--- config.mk ---
export PLATFORM = sky130hd
export DESIGN_NAME = subtitle_style_text_scanner_top_flat
export DESIGN_NICKNAME = d
export VERILOG_FILES = /design/src/hdl/sst_scan_pkg.sv /design/src/hdl/sst_scan_in_if.sv /design/src/hdl/sst_scan_out_if.sv /design/src/hdl/subtitle_style_text_scanner_top.sv /design/src/flat_wrapper.sv
export SDC_FILE = /design/constraint.sdc
export NUM_CORES = 1
export LEC_CHECK = 0
export BUFFER_PORTS_ARGS = -buffer_cell sky130_fd_sc_hd__buf_2
export CORE_MARGIN = 5
export CORE_UTILIZATION = 37
export DETAILED_ROUTE_END_ITERATION = 10
export PLACE_DENSITY_LB_ADDON = 0.3
export SLEW_MARGIN = 20
export SYNTH_ARGS = -nofsm -noshare
export SYNTH_HDL_FRONTEND = slang
export SYNTH_SLANG_ARGS = --single-unit
--- constraint.sdc ---
create_clock -name i_clk -period 4.9 [get_ports i_clk]
set_clock_uncertainty 0.1 [all_clocks]
set_input_delay 1.47 -clock i_clk [delete_from_list [all_inputs] [get_ports i_clk]]
set_output_delay 1.47 -clock i_clk [all_outputs]
set_load 0.01 [all_outputs]
--- src/hdl/sst_scan_pkg.sv ---
package sst_scan_pkg;

    localparam int unsigned BYTE_W   = 8;
    localparam int unsigned RES_W    = 12;
    localparam int unsigned ALPHA_W  = 8;
    localparam int unsigned BGR_W    = 24;
    localparam int unsigned ACCUM_W  = 32;
    localparam int unsigned COUNT_W  = 4;
    localparam int unsigned KW_W     = 3;
    localparam int unsigned REASON_W = 2;
    localparam int unsigned CFG_IDX_W = 1;

    localparam logic [RES_W-1:0] FALLBACK_W_RST = 12'd384;
    localparam logic [RES_W-1:0] FALLBACK_H_RST = 12'd288;

    localparam logic [COUNT_W-1:0] COUNT_SAT  = 4'd9;
    localparam logic [COUNT_W-1:0] COUNT_RGB  = 4'd6;
    localparam logic [COUNT_W-1:0] COUNT_ARGB = 4'd8;
    localparam logic [KW_W-1:0]    KW_LEN     = 3'd7;
    localparam logic [ALPHA_W-1:0] ALPHA_OPAQUE = 8'hff;

    // configuration register indexes
    localparam logic [CFG_IDX_W-1:0] CFG_FALLBACK_WIDTH  = 1'd0;
    localparam logic [CFG_IDX_W-1:0] CFG_FALLBACK_HEIGHT = 1'd1;

    // report reason codes
    localparam logic [REASON_W-1:0] RSN_NONE    = 2'd0;
    localparam logic [REASON_W-1:0] RSN_COLOR   = 2'd1;
    localparam logic [REASON_W-1:0] RSN_RES     = 2'd2;

    localparam logic [BYTE_W-1:0] CH_BACKSLASH = 8'h5c;
    localparam logic [BYTE_W-1:0] CH_AMP       = 8'h26;
    localparam logic [BYTE_W-1:0] CH_N         = 8'h4e;
    localparam logic [BYTE_W-1:0] CH_H         = 8'h48;
    localparam logic [BYTE_W-1:0] CH_P         = 8'h50;
    localparam logic [BYTE_W-1:0] CH_X         = 8'h58;
    localparam logic [BYTE_W-1:0] CH_Y         = 8'h59;

    typedef struct packed {
        logic                status;
        logic [REASON_W-1:0] reason;
        logic                line_break_flag;
        logic                fallback_flag;
        logic                color_found;
        logic [ALPHA_W-1:0]  color_alpha;
        logic [BGR_W-1:0]    color_bgr;
        logic [RES_W-1:0]    normalized_width;
        logic [RES_W-1:0]    normalized_height;
    } t_report;

endpackage

--- src/hdl/sst_scan_in_if.sv ---
interface sst_scan_in_if;
    logic       valid;
    logic       ready;
    logic [7:0] text_byte;
    logic       byte_present;
    logic       end_of_text;

    modport source (output valid, output text_byte, output byte_present,
                    output end_of_text, input ready);
    modport sink (input valid, input text_byte, input byte_present,
                  input end_of_text, output ready);
endinterface

--- src/hdl/sst_scan_out_if.sv ---
interface sst_scan_out_if;
    logic        valid;
    logic        ready;
    logic        status;
    logic [1:0]  reason;
    logic        line_break_flag;
    logic        fallback_flag;
    logic        color_found;
    logic [7:0]  color_alpha;
    logic [23:0] color_bgr;
    logic [11:0] normalized_width;
    logic [11:0] normalized_height;

    modport source (output valid, output status, output reason, output line_break_flag,
                    output fallback_flag, output color_found, output color_alpha,
                    output color_bgr, output normalized_width,
                    output normalized_height, input ready);
    modport sink (input valid, input status, input reason, input line_break_flag,
                  input fallback_flag, input color_found, input color_alpha,
                  input color_bgr, input normalized_width, input normalized_height,
                  output ready);
endinterface

--- src/hdl/subtitle_style_text_scanner_top.sv ---
// channel   | dir | handshake     | payload
// i_in      | in  | valid / ready | text_byte, byte_present, end_of_text
// o_out     | out | valid / ready | one report per text, on its end_of_text item
// i_cfg_*   | in  | write enable  | fallback width / height, 12 bits
//
// one byte per cycle unless a stalled report holds an end-of-text item; a transaction passes
// through the input register and its report is registered in the output register
// synchronous active-low reset clears the text state, both valid bits and
// restores the fallback registers to 384 x 288
// a stalled report holds only end-of-text transactions; other bytes keep flowing
module subtitle_style_text_scanner_top (
    input  logic                                   i_clk,
    input  logic                                   i_rst_n,
    input  logic                                   i_cfg_we,
    input  logic [sst_scan_pkg::CFG_IDX_W-1:0]     i_cfg_idx,
    input  logic [sst_scan_pkg::RES_W-1:0]         i_cfg_data,
    sst_scan_in_if.sink                            i_in,
    sst_scan_out_if.source                         o_out
);
    import sst_scan_pkg::*;

    typedef enum logic [1:0] {
        PH_SEARCH,
        PH_COLLECT,
        PH_DONE
    } t_phase;

    // input register
    logic              r_s1_valid;
    logic [BYTE_W-1:0] r_s1_byte;
    logic              r_s1_present;
    logic              r_s1_last;

    // text state
    logic               r_prev_bs, n_prev_bs;
    logic               r_lb_seen, n_lb_seen;
    logic               r_prev_amp, n_prev_amp;
    t_phase             r_phase, n_phase;
    logic [COUNT_W-1:0] r_count, n_count;
    logic [ACCUM_W-1:0] r_accum, n_accum;
    logic [KW_W-1:0]    r_kw, n_kw;
    logic               r_res_x, n_res_x;
    logic               r_res_y, n_res_y;

    logic [RES_W-1:0] r_fb_width;
    logic [RES_W-1:0] r_fb_height;

    logic    r_out_valid;
    t_report r_report, n_report;

    logic s1_advance;
    logic [4:0] nib;

    function automatic logic [4:0] nibble_of(input logic [BYTE_W-1:0] b);
        if (b >= 8'h30 && b <= 8'h39) return {1'b0, 4'(b - 8'h30)};
        if (b >= 8'h41 && b <= 8'h46) return {1'b0, 4'(b - 8'h37)};
        if (b >= 8'h61 && b <= 8'h66) return {1'b0, 4'(b - 8'h57)};
        return 5'h10;
    endfunction

    function automatic logic [BYTE_W-1:0] kw_char(input logic [KW_W-1:0] k);
        logic [BYTE_W-1:0] c;
        case (k)
            3'd0: c = 8'h50;  // P
            3'd1: c = 8'h6c;  // l
            3'd2: c = 8'h61;  // a
            3'd3: c = 8'h79;  // y
            3'd4: c = 8'h52;  // R
            3'd5: c = 8'h65;  // e
            3'd6: c = 8'h73;  // s
            default: c = 8'h00;
        endcase
        return c;
    endfunction

    assign s1_advance = r_s1_valid && (!r_s1_last || !r_out_valid || o_out.ready);
    assign i_in.ready = !r_s1_valid || s1_advance;
    assign nib = nibble_of(r_s1_byte);

    always_comb begin
        n_prev_bs  = r_prev_bs;
        n_lb_seen  = r_lb_seen;
        n_prev_amp = r_prev_amp;
        n_phase    = r_phase;
        n_count    = r_count;
        n_accum    = r_accum;
        n_kw       = r_kw;
        n_res_x    = r_res_x;
        n_res_y    = r_res_y;

        if (r_s1_present) begin
            if (r_prev_bs && r_s1_byte == CH_N) begin
                n_lb_seen = 1'b1;
            end
            n_prev_bs = (r_s1_byte == CH_BACKSLASH);

            case (r_phase)
                PH_SEARCH: begin
                    if (r_prev_amp && r_s1_byte == CH_H) begin
                        n_phase = PH_COLLECT;
                    end
                end
                PH_COLLECT: begin
                    if (!nib[4]) begin
                        if (r_count < COUNT_SAT) begin
                            n_count = r_count + 1'b1;
                        end
                        n_accum = {r_accum[ACCUM_W-5:0], nib[3:0]};
                    end else begin
                        n_phase = PH_DONE;
                    end
                end
                default: ;
            endcase
            n_prev_amp = (r_s1_byte == CH_AMP);

            if (r_kw >= KW_LEN) begin
                if (r_s1_byte == CH_X) n_res_x = 1'b1;
                if (r_s1_byte == CH_Y) n_res_y = 1'b1;
                n_kw = (r_s1_byte == CH_P) ? 3'd1 : 3'd0;
            end else if (r_s1_byte == kw_char(r_kw)) begin
                n_kw = r_kw + 1'b1;
            end else begin
                n_kw = (r_s1_byte == CH_P) ? 3'd1 : 3'd0;
            end
        end

        n_report = '0;
        n_report.line_break_flag = n_lb_seen;
        if (n_phase != PH_SEARCH) begin
            if (n_count == COUNT_ARGB) begin
                n_report.color_found = 1'b1;
                n_report.color_alpha = ALPHA_OPAQUE - n_accum[ACCUM_W-1 -: ALPHA_W];
                n_report.color_bgr   = n_accum[BGR_W-1:0];
            end else if (n_count == COUNT_RGB) begin
                n_report.color_found = 1'b1;
                n_report.color_alpha = ALPHA_OPAQUE;
                n_report.color_bgr   = n_accum[BGR_W-1:0];
            end else begin
                n_report.status = 1'b1;
                n_report.reason = RSN_COLOR;
            end
        end
        if (!n_report.status && !(n_res_x && n_res_y)) begin
            n_report.reason            = RSN_RES;
            n_report.fallback_flag     = 1'b1;
            n_report.normalized_width  = r_fb_width;
            n_report.normalized_height = r_fb_height;
        end
    end

    always_ff @(posedge i_clk) begin
        if (!i_rst_n) begin
            r_s1_valid   <= 1'b0;
            r_s1_present <= 1'b0;
            r_s1_last    <= 1'b0;
            r_out_valid  <= 1'b0;
            r_prev_bs    <= 1'b0;
            r_lb_seen    <= 1'b0;
            r_prev_amp   <= 1'b0;
            r_phase      <= PH_SEARCH;
            r_count      <= '0;
            r_accum      <= '0;
            r_kw         <= '0;
            r_res_x      <= 1'b0;
            r_res_y      <= 1'b0;
            r_fb_width   <= FALLBACK_W_RST;
            r_fb_height  <= FALLBACK_H_RST;
        end else begin
            if (i_cfg_we) begin
                case (i_cfg_idx)
                    CFG_FALLBACK_WIDTH:  r_fb_width  <= i_cfg_data;
                    CFG_FALLBACK_HEIGHT: r_fb_height <= i_cfg_data;
                    default: ;
                endcase
            end

            if (i_in.ready) begin
                r_s1_valid <= i_in.valid;
                if (i_in.valid) begin
                    r_s1_present <= i_in.byte_present;
                    r_s1_last    <= i_in.end_of_text;
                end
            end

            // a new report or a held one that is not taken yet
            r_out_valid <= (s1_advance && r_s1_last) || (r_out_valid && !o_out.ready);

            if (s1_advance) begin
                if (r_s1_last) begin
                    // report and start a fresh text
                    r_prev_bs   <= 1'b0;
                    r_lb_seen   <= 1'b0;
                    r_prev_amp  <= 1'b0;
                    r_phase     <= PH_SEARCH;
                    r_count     <= '0;
                    r_accum     <= '0;
                    r_kw        <= '0;
                    r_res_x     <= 1'b0;
                    r_res_y     <= 1'b0;
                end else begin
                    r_prev_bs   <= n_prev_bs;
                    r_lb_seen   <= n_lb_seen;
                    r_prev_amp  <= n_prev_amp;
                    r_phase     <= n_phase;
                    r_count     <= n_count;
                    r_accum     <= n_accum;
                    r_kw        <= n_kw;
                    r_res_x     <= n_res_x;
                    r_res_y     <= n_res_y;
                end
            end
        end
    end

    always_ff @(posedge i_clk) begin
        if (i_in.ready && i_in.valid) begin
            r_s1_byte <= i_in.text_byte;
        end
        if (s1_advance && r_s1_last) begin
            r_report <= n_report;
        end
    end

    assign o_out.valid             = r_out_valid;
    assign o_out.status            = r_report.status;
    assign o_out.reason            = r_report.reason;
    assign o_out.line_break_flag   = r_report.line_break_flag;
    assign o_out.fallback_flag     = r_report.fallback_flag;
    assign o_out.color_found       = r_report.color_found;
    assign o_out.color_alpha       = r_report.color_alpha;
    assign o_out.color_bgr         = r_report.color_bgr;
    assign o_out.normalized_width  = r_report.normalized_width;
    assign o_out.normalized_height = r_report.normalized_height;

endmodule

--- src/flat_wrapper.sv ---
// flat-port wrapper written by rule: the top's interface ports become plain ports
module subtitle_style_text_scanner_top_flat import sst_scan_pkg::*;
  (i_clk, i_rst_n, i_cfg_we, i_cfg_idx, i_cfg_data, i_in_valid, i_in_text_byte, i_in_byte_present, i_in_end_of_text, i_in_ready, o_out_valid, o_out_status, o_out_reason, o_out_line_break_flag, o_out_fallback_flag, o_out_color_found, o_out_color_alpha, o_out_color_bgr, o_out_normalized_width, o_out_normalized_height, o_out_ready);
  sst_scan_in_if i_in_i ();
  sst_scan_out_if o_out_i ();
  input  logic i_clk;
  input  logic i_rst_n;
  input  logic i_cfg_we;
  input  logic [sst_scan_pkg::CFG_IDX_W-1:0] i_cfg_idx;
  input  logic [sst_scan_pkg::RES_W-1:0] i_cfg_data;
  input wire logic [$bits(i_in_i.valid)-1:0] i_in_valid;
  input wire logic [$bits(i_in_i.text_byte)-1:0] i_in_text_byte;
  input wire logic [$bits(i_in_i.byte_present)-1:0] i_in_byte_present;
  input wire logic [$bits(i_in_i.end_of_text)-1:0] i_in_end_of_text;
  output wire logic [$bits(i_in_i.ready)-1:0] i_in_ready;
  output wire logic [$bits(o_out_i.valid)-1:0] o_out_valid;
  output wire logic [$bits(o_out_i.status)-1:0] o_out_status;
  output wire logic [$bits(o_out_i.reason)-1:0] o_out_reason;
  output wire logic [$bits(o_out_i.line_break_flag)-1:0] o_out_line_break_flag;
  output wire logic [$bits(o_out_i.fallback_flag)-1:0] o_out_fallback_flag;
  output wire logic [$bits(o_out_i.color_found)-1:0] o_out_color_found;
  output wire logic [$bits(o_out_i.color_alpha)-1:0] o_out_color_alpha;
  output wire logic [$bits(o_out_i.color_bgr)-1:0] o_out_color_bgr;
  output wire logic [$bits(o_out_i.normalized_width)-1:0] o_out_normalized_width;
  output wire logic [$bits(o_out_i.normalized_height)-1:0] o_out_normalized_height;
  input wire logic [$bits(o_out_i.ready)-1:0] o_out_ready;
  assign i_in_i.valid = i_in_valid;
  assign i_in_i.text_byte = i_in_text_byte;
  assign i_in_i.byte_present = i_in_byte_present;
  assign i_in_i.end_of_text = i_in_end_of_text;
  assign i_in_ready = i_in_i.ready;
  assign o_out_valid = o_out_i.valid;
  assign o_out_status = o_out_i.status;
  assign o_out_reason = o_out_i.reason;
  assign o_out_line_break_flag = o_out_i.line_break_flag;
  assign o_out_fallback_flag = o_out_i.fallback_flag;
  assign o_out_color_found = o_out_i.color_found;
  assign o_out_color_alpha = o_out_i.color_alpha;
  assign o_out_color_bgr = o_out_i.color_bgr;
  assign o_out_normalized_width = o_out_i.normalized_width;
  assign o_out_normalized_height = o_out_i.normalized_height;
  assign o_out_i.ready = o_out_ready;
  subtitle_style_text_scanner_top u_core (.i_clk(i_clk), .i_rst_n(i_rst_n), .i_cfg_we(i_cfg_we), .i_cfg_idx(i_cfg_idx), .i_cfg_data(i_cfg_data), .i_in(i_in_i), .o_out(o_out_i));
endmodule
==> impl_metrics.env <==
export IMPL_sequentialPowerShare_pct=46.6
export IMPL_vias=4583
export IMPL_hold_viol_final=0
export IMPL_clk_pin_slew_worst_paths_ns=0.06
export IMPL_synthArstFlopShare_pct=0
export IMPL_hold_ws_ns=0.363
export IMPL_cts_tree="built"
export IMPL_yosys_cell_types_count=61
export IMPL_antenna_found_initial=0
export IMPL_cpMaxStageDelayCell="nor2b_1"
export IMPL_max_cap_violations=0
export IMPL_period_needed_ns=3.80
export IMPL_timing_fmax_mhz=263
export IMPL_cts_buffers=17
export IMPL_yosysWarnings=0
export IMPL_synth_nets=625
export IMPL_wirelength_mm=13.8
export IMPL_finalWorstSetupSlack_ns=1.10
export IMPL_detail_route_antenna_nets=0
export IMPL_synth_main_ff_cell="dfxtp_1"
export IMPL_grt_max_degree=48
export IMPL_nNetsFinal=707
export IMPL_dieWidth_um=140
export IMPL_dpl_hpwl_mm=9.39
export IMPL_avgSynthCellArea_um2=10.7
export IMPL_synth_enable_flop_cells=70
export IMPL_worst_pin_slew_ns=1.03
export IMPL_io_pins=92
export IMPL_cts_sinks=144
export IMPL_crit_fanout=5
export IMPL_power_switching_w=0.000610
export IMPL_core_area_um2=16600
export IMPL_rsz0062_at_grt="false"
export IMPL_crit_top_cell="buf_2"
export IMPL_syn2layout_area_growth_pct=19.8
export IMPL_drc=0
export IMPL_final_common_cell="nand2_1"
export IMPL_swShare_pct=21.8
export IMPL_min_path_type="register to register"
export IMPL_start_util_pct=37.6
export IMPL_internal_power_w=0.00219
export IMPL_vias_per_cell=5.09
export IMPL_io_buffer_count=91
export IMPL_cts_resized=0
export IMPL_post_cts_buffers=0
export IMPL_endpoint_kind="primary output"
export IMPL_drive_above_1_share_pct=23.4
export IMPL_finalSetupViolCount=0
export IMPL_detail_route_iter0_violations=416
export IMPL_path_class="input port to primary output"
export IMPL_p_leak_nw=2.83
export IMPL_grt_pass1_vias=4468
export IMPL_clockPowerShare_pct=49.5
export IMPL_firstDrtPassIters=5
export IMPL_cts_buffer_depth=2
export IMPL_slowest_delay_ns=0.31
export IMPL_synthCells=585
export IMPL_syn_cell_area_um2=6240
export IMPL_cp_start_kind="input port"
export IMPL_postCtsHoldBufs=0
export IMPL_arrival_ns=2.23
export IMPL_period_share_pct=77.5
export IMPL_layout_common_cells="nand2_1 (124), buf_2 (91), dfxtp_1 (74)"
export IMPL_place_congestion=0.826
export IMPL_utilization_pct=45.1
export IMPL_ys_seq_area_share_pct=57.4
export IMPL_die_h_um=140
export IMPL_synth_seq_cells=144
export IMPL_crit_chain="buf_2, nor2b_1, nand3_1, buf_2"
export IMPL_power_w=0.00280
export IMPL_place_ws_ns=1.14
export IMPL_wl_per_cell_um=15.4
export IMPL_slew_headroom_pct=31.6
export IMPL_outcome="complete, no violations"
export IMPL_die_area_um2=19600
export IMPL_worstSkewPairLatency_ns=0.42
export IMPL_power_density_nw_per_um2=374
export IMPL_pwr_share_comb_pct=3.9
export IMPL_drv_slew=0
export IMPL_ir_worst_vdd_v=0.000222
export IMPL_grt_pass1_wl_mm=22.6
export IMPL_required_ns=3.33
export IMPL_gr_usage_all_layers_pct=14.4
export IMPL_antennaDiodeCount=0
export IMPL_rows=47
export IMPL_setup_tns_ns=0
export IMPL_cts_root_buf="clkbuf_16"
export IMPL_htreeDepth=4
export IMPL_gr_total_overflow=0
-- cell families (layout without fill, tap and decap cells) --
| logic type | count (synthesis) | count (layout) | synth area share (%) |
|---|---|---|---|
| XOR/XNOR | 6 | 6 | 0.842 |
| buffers and inverters | 50 | 145 | 4.07 |
| AO/OA/AOI/OAI | 139 | 139 | 16.7 |
| flip-flops | 144 | 144 | 57.4 |
| multiplexers | 6 | 6 | 1.04 |
| adder cells (fa/ha/maj) | 12 | 12 | 2.40 |
| AND/OR/NAND/NOR | 228 | 228 | 17.6 |
-- layout make-up --
type | count | area (um^2)
timing repair buffer | 97 | 513
sequential | 144 | 3580
fill | 1561 | 9110
inverter | 16 | 60.1
tap | 220 | 275
clock inverter | 15 | 208
multi-input combinational | 391 | 2410
clock buffer | 17 | 425
-- state kept, by name (all words and copies together) (netlist names), 2 cells and up --
register	cells
u_core.r_accum	32
u_core.r_count	4
u_core.o_out.normalized_width	12
u_core.r_fb_height	12
u_core.r_fb_width	12
u_core.o_out.color_alpha	8
u_core.r_phase	2
u_core.o_out.normalized_height	12
u_core.o_out.color_bgr	24
u_core.o_out.reason	2
u_core.r_s1_byte	8
u_core.r_kw	3
-- worst paths after layout --
kind         slack [ns]  cells past startpoint              startpoint                   endpoint
max                1.10                      4             o_out_ready                 i_in_ready
min                0.36                      2  u_core.r_fb_height[10]     u_core.r_fb_height[10]
max reg2reg        1.35                      9     u_core.r_s1_byte[0]  u_core.o_out.color_bgr[1]
min reg2reg        0.36                      2  u_core.r_fb_height[10]     u_core.r_fb_height[10]
-- Yosys cell counts, types with 3 or more instances --
cell,n,area share [%]
nand2_1,124,7.5
dfxtp_1,74,24
edfxtp_1,70,34
a21oi_1,28,2.2
a22o_1,28,3.9
a21boi_0,25,3.0
and2_1,19,1.9
nor2_1,19,1.1
inv_1,16,0.96
nand3_1,15,1.2
clkbuf_1,14,0.84
ha_1,12,2.4
nor2b_1,10,1.0
a211oi_1,9,1.1
a31o_2,9,1.3
and2_4,9,1.3
o21ai_0,9,0.72
buf_2,8,0.64
nand2b_1,6,0.60
buf_4,5,0.60
buf_6,5,0.90
nor3_1,5,0.40
a21o_1,4,0.48
mux2i_1,4,0.64
nor4_1,4,0.40
a31oi_1,3,0.30
nand3b_1,3,0.36
nor4b_1,3,0.42
o2bb2ai_1,3,0.42
xnor2_1,3,0.42
xor2_1,3,0.42
-- metrics by stage --
step / instance area, um^2 / cells
after floorplan: 6240 / 585
after global placement: 6840 / 868
after detailed placement: 6840 / 868
after CTS: 7470 / 900
after global routing: 7480 / 900
final: 7480 / 900
-- power groups by stage --
stage,clock (W),combinational [W],sequential [W]
3_3_place_gp,0,0.000109,0.00133
2_1_floorplan,0,0.0000773,0.00132
4_1_cts,0.00140,0.000112,0.00130
6_report,0.00138,0.000110,0.00130
3_5_place_dp,0,0.000112,0.00133
5_1_grt,0.00146,0.000123,0.00130
-- worst max-delay path, delay by kind of cell --
kind	cells	cell delay, ns
buf+inv	2	0.29
simple gates	2	0.48
-- per-layer routing --
metal	GRT usage, %	vias to the layer above	part of all wire, %
met3	4.12	14	4.9
met4	5.10	0	1.1
met5	0	-	0
met2	24.7	112	50
li1	-	2241	-
met1	17.2	2216	44
Power figures use the tool's default switching activity.
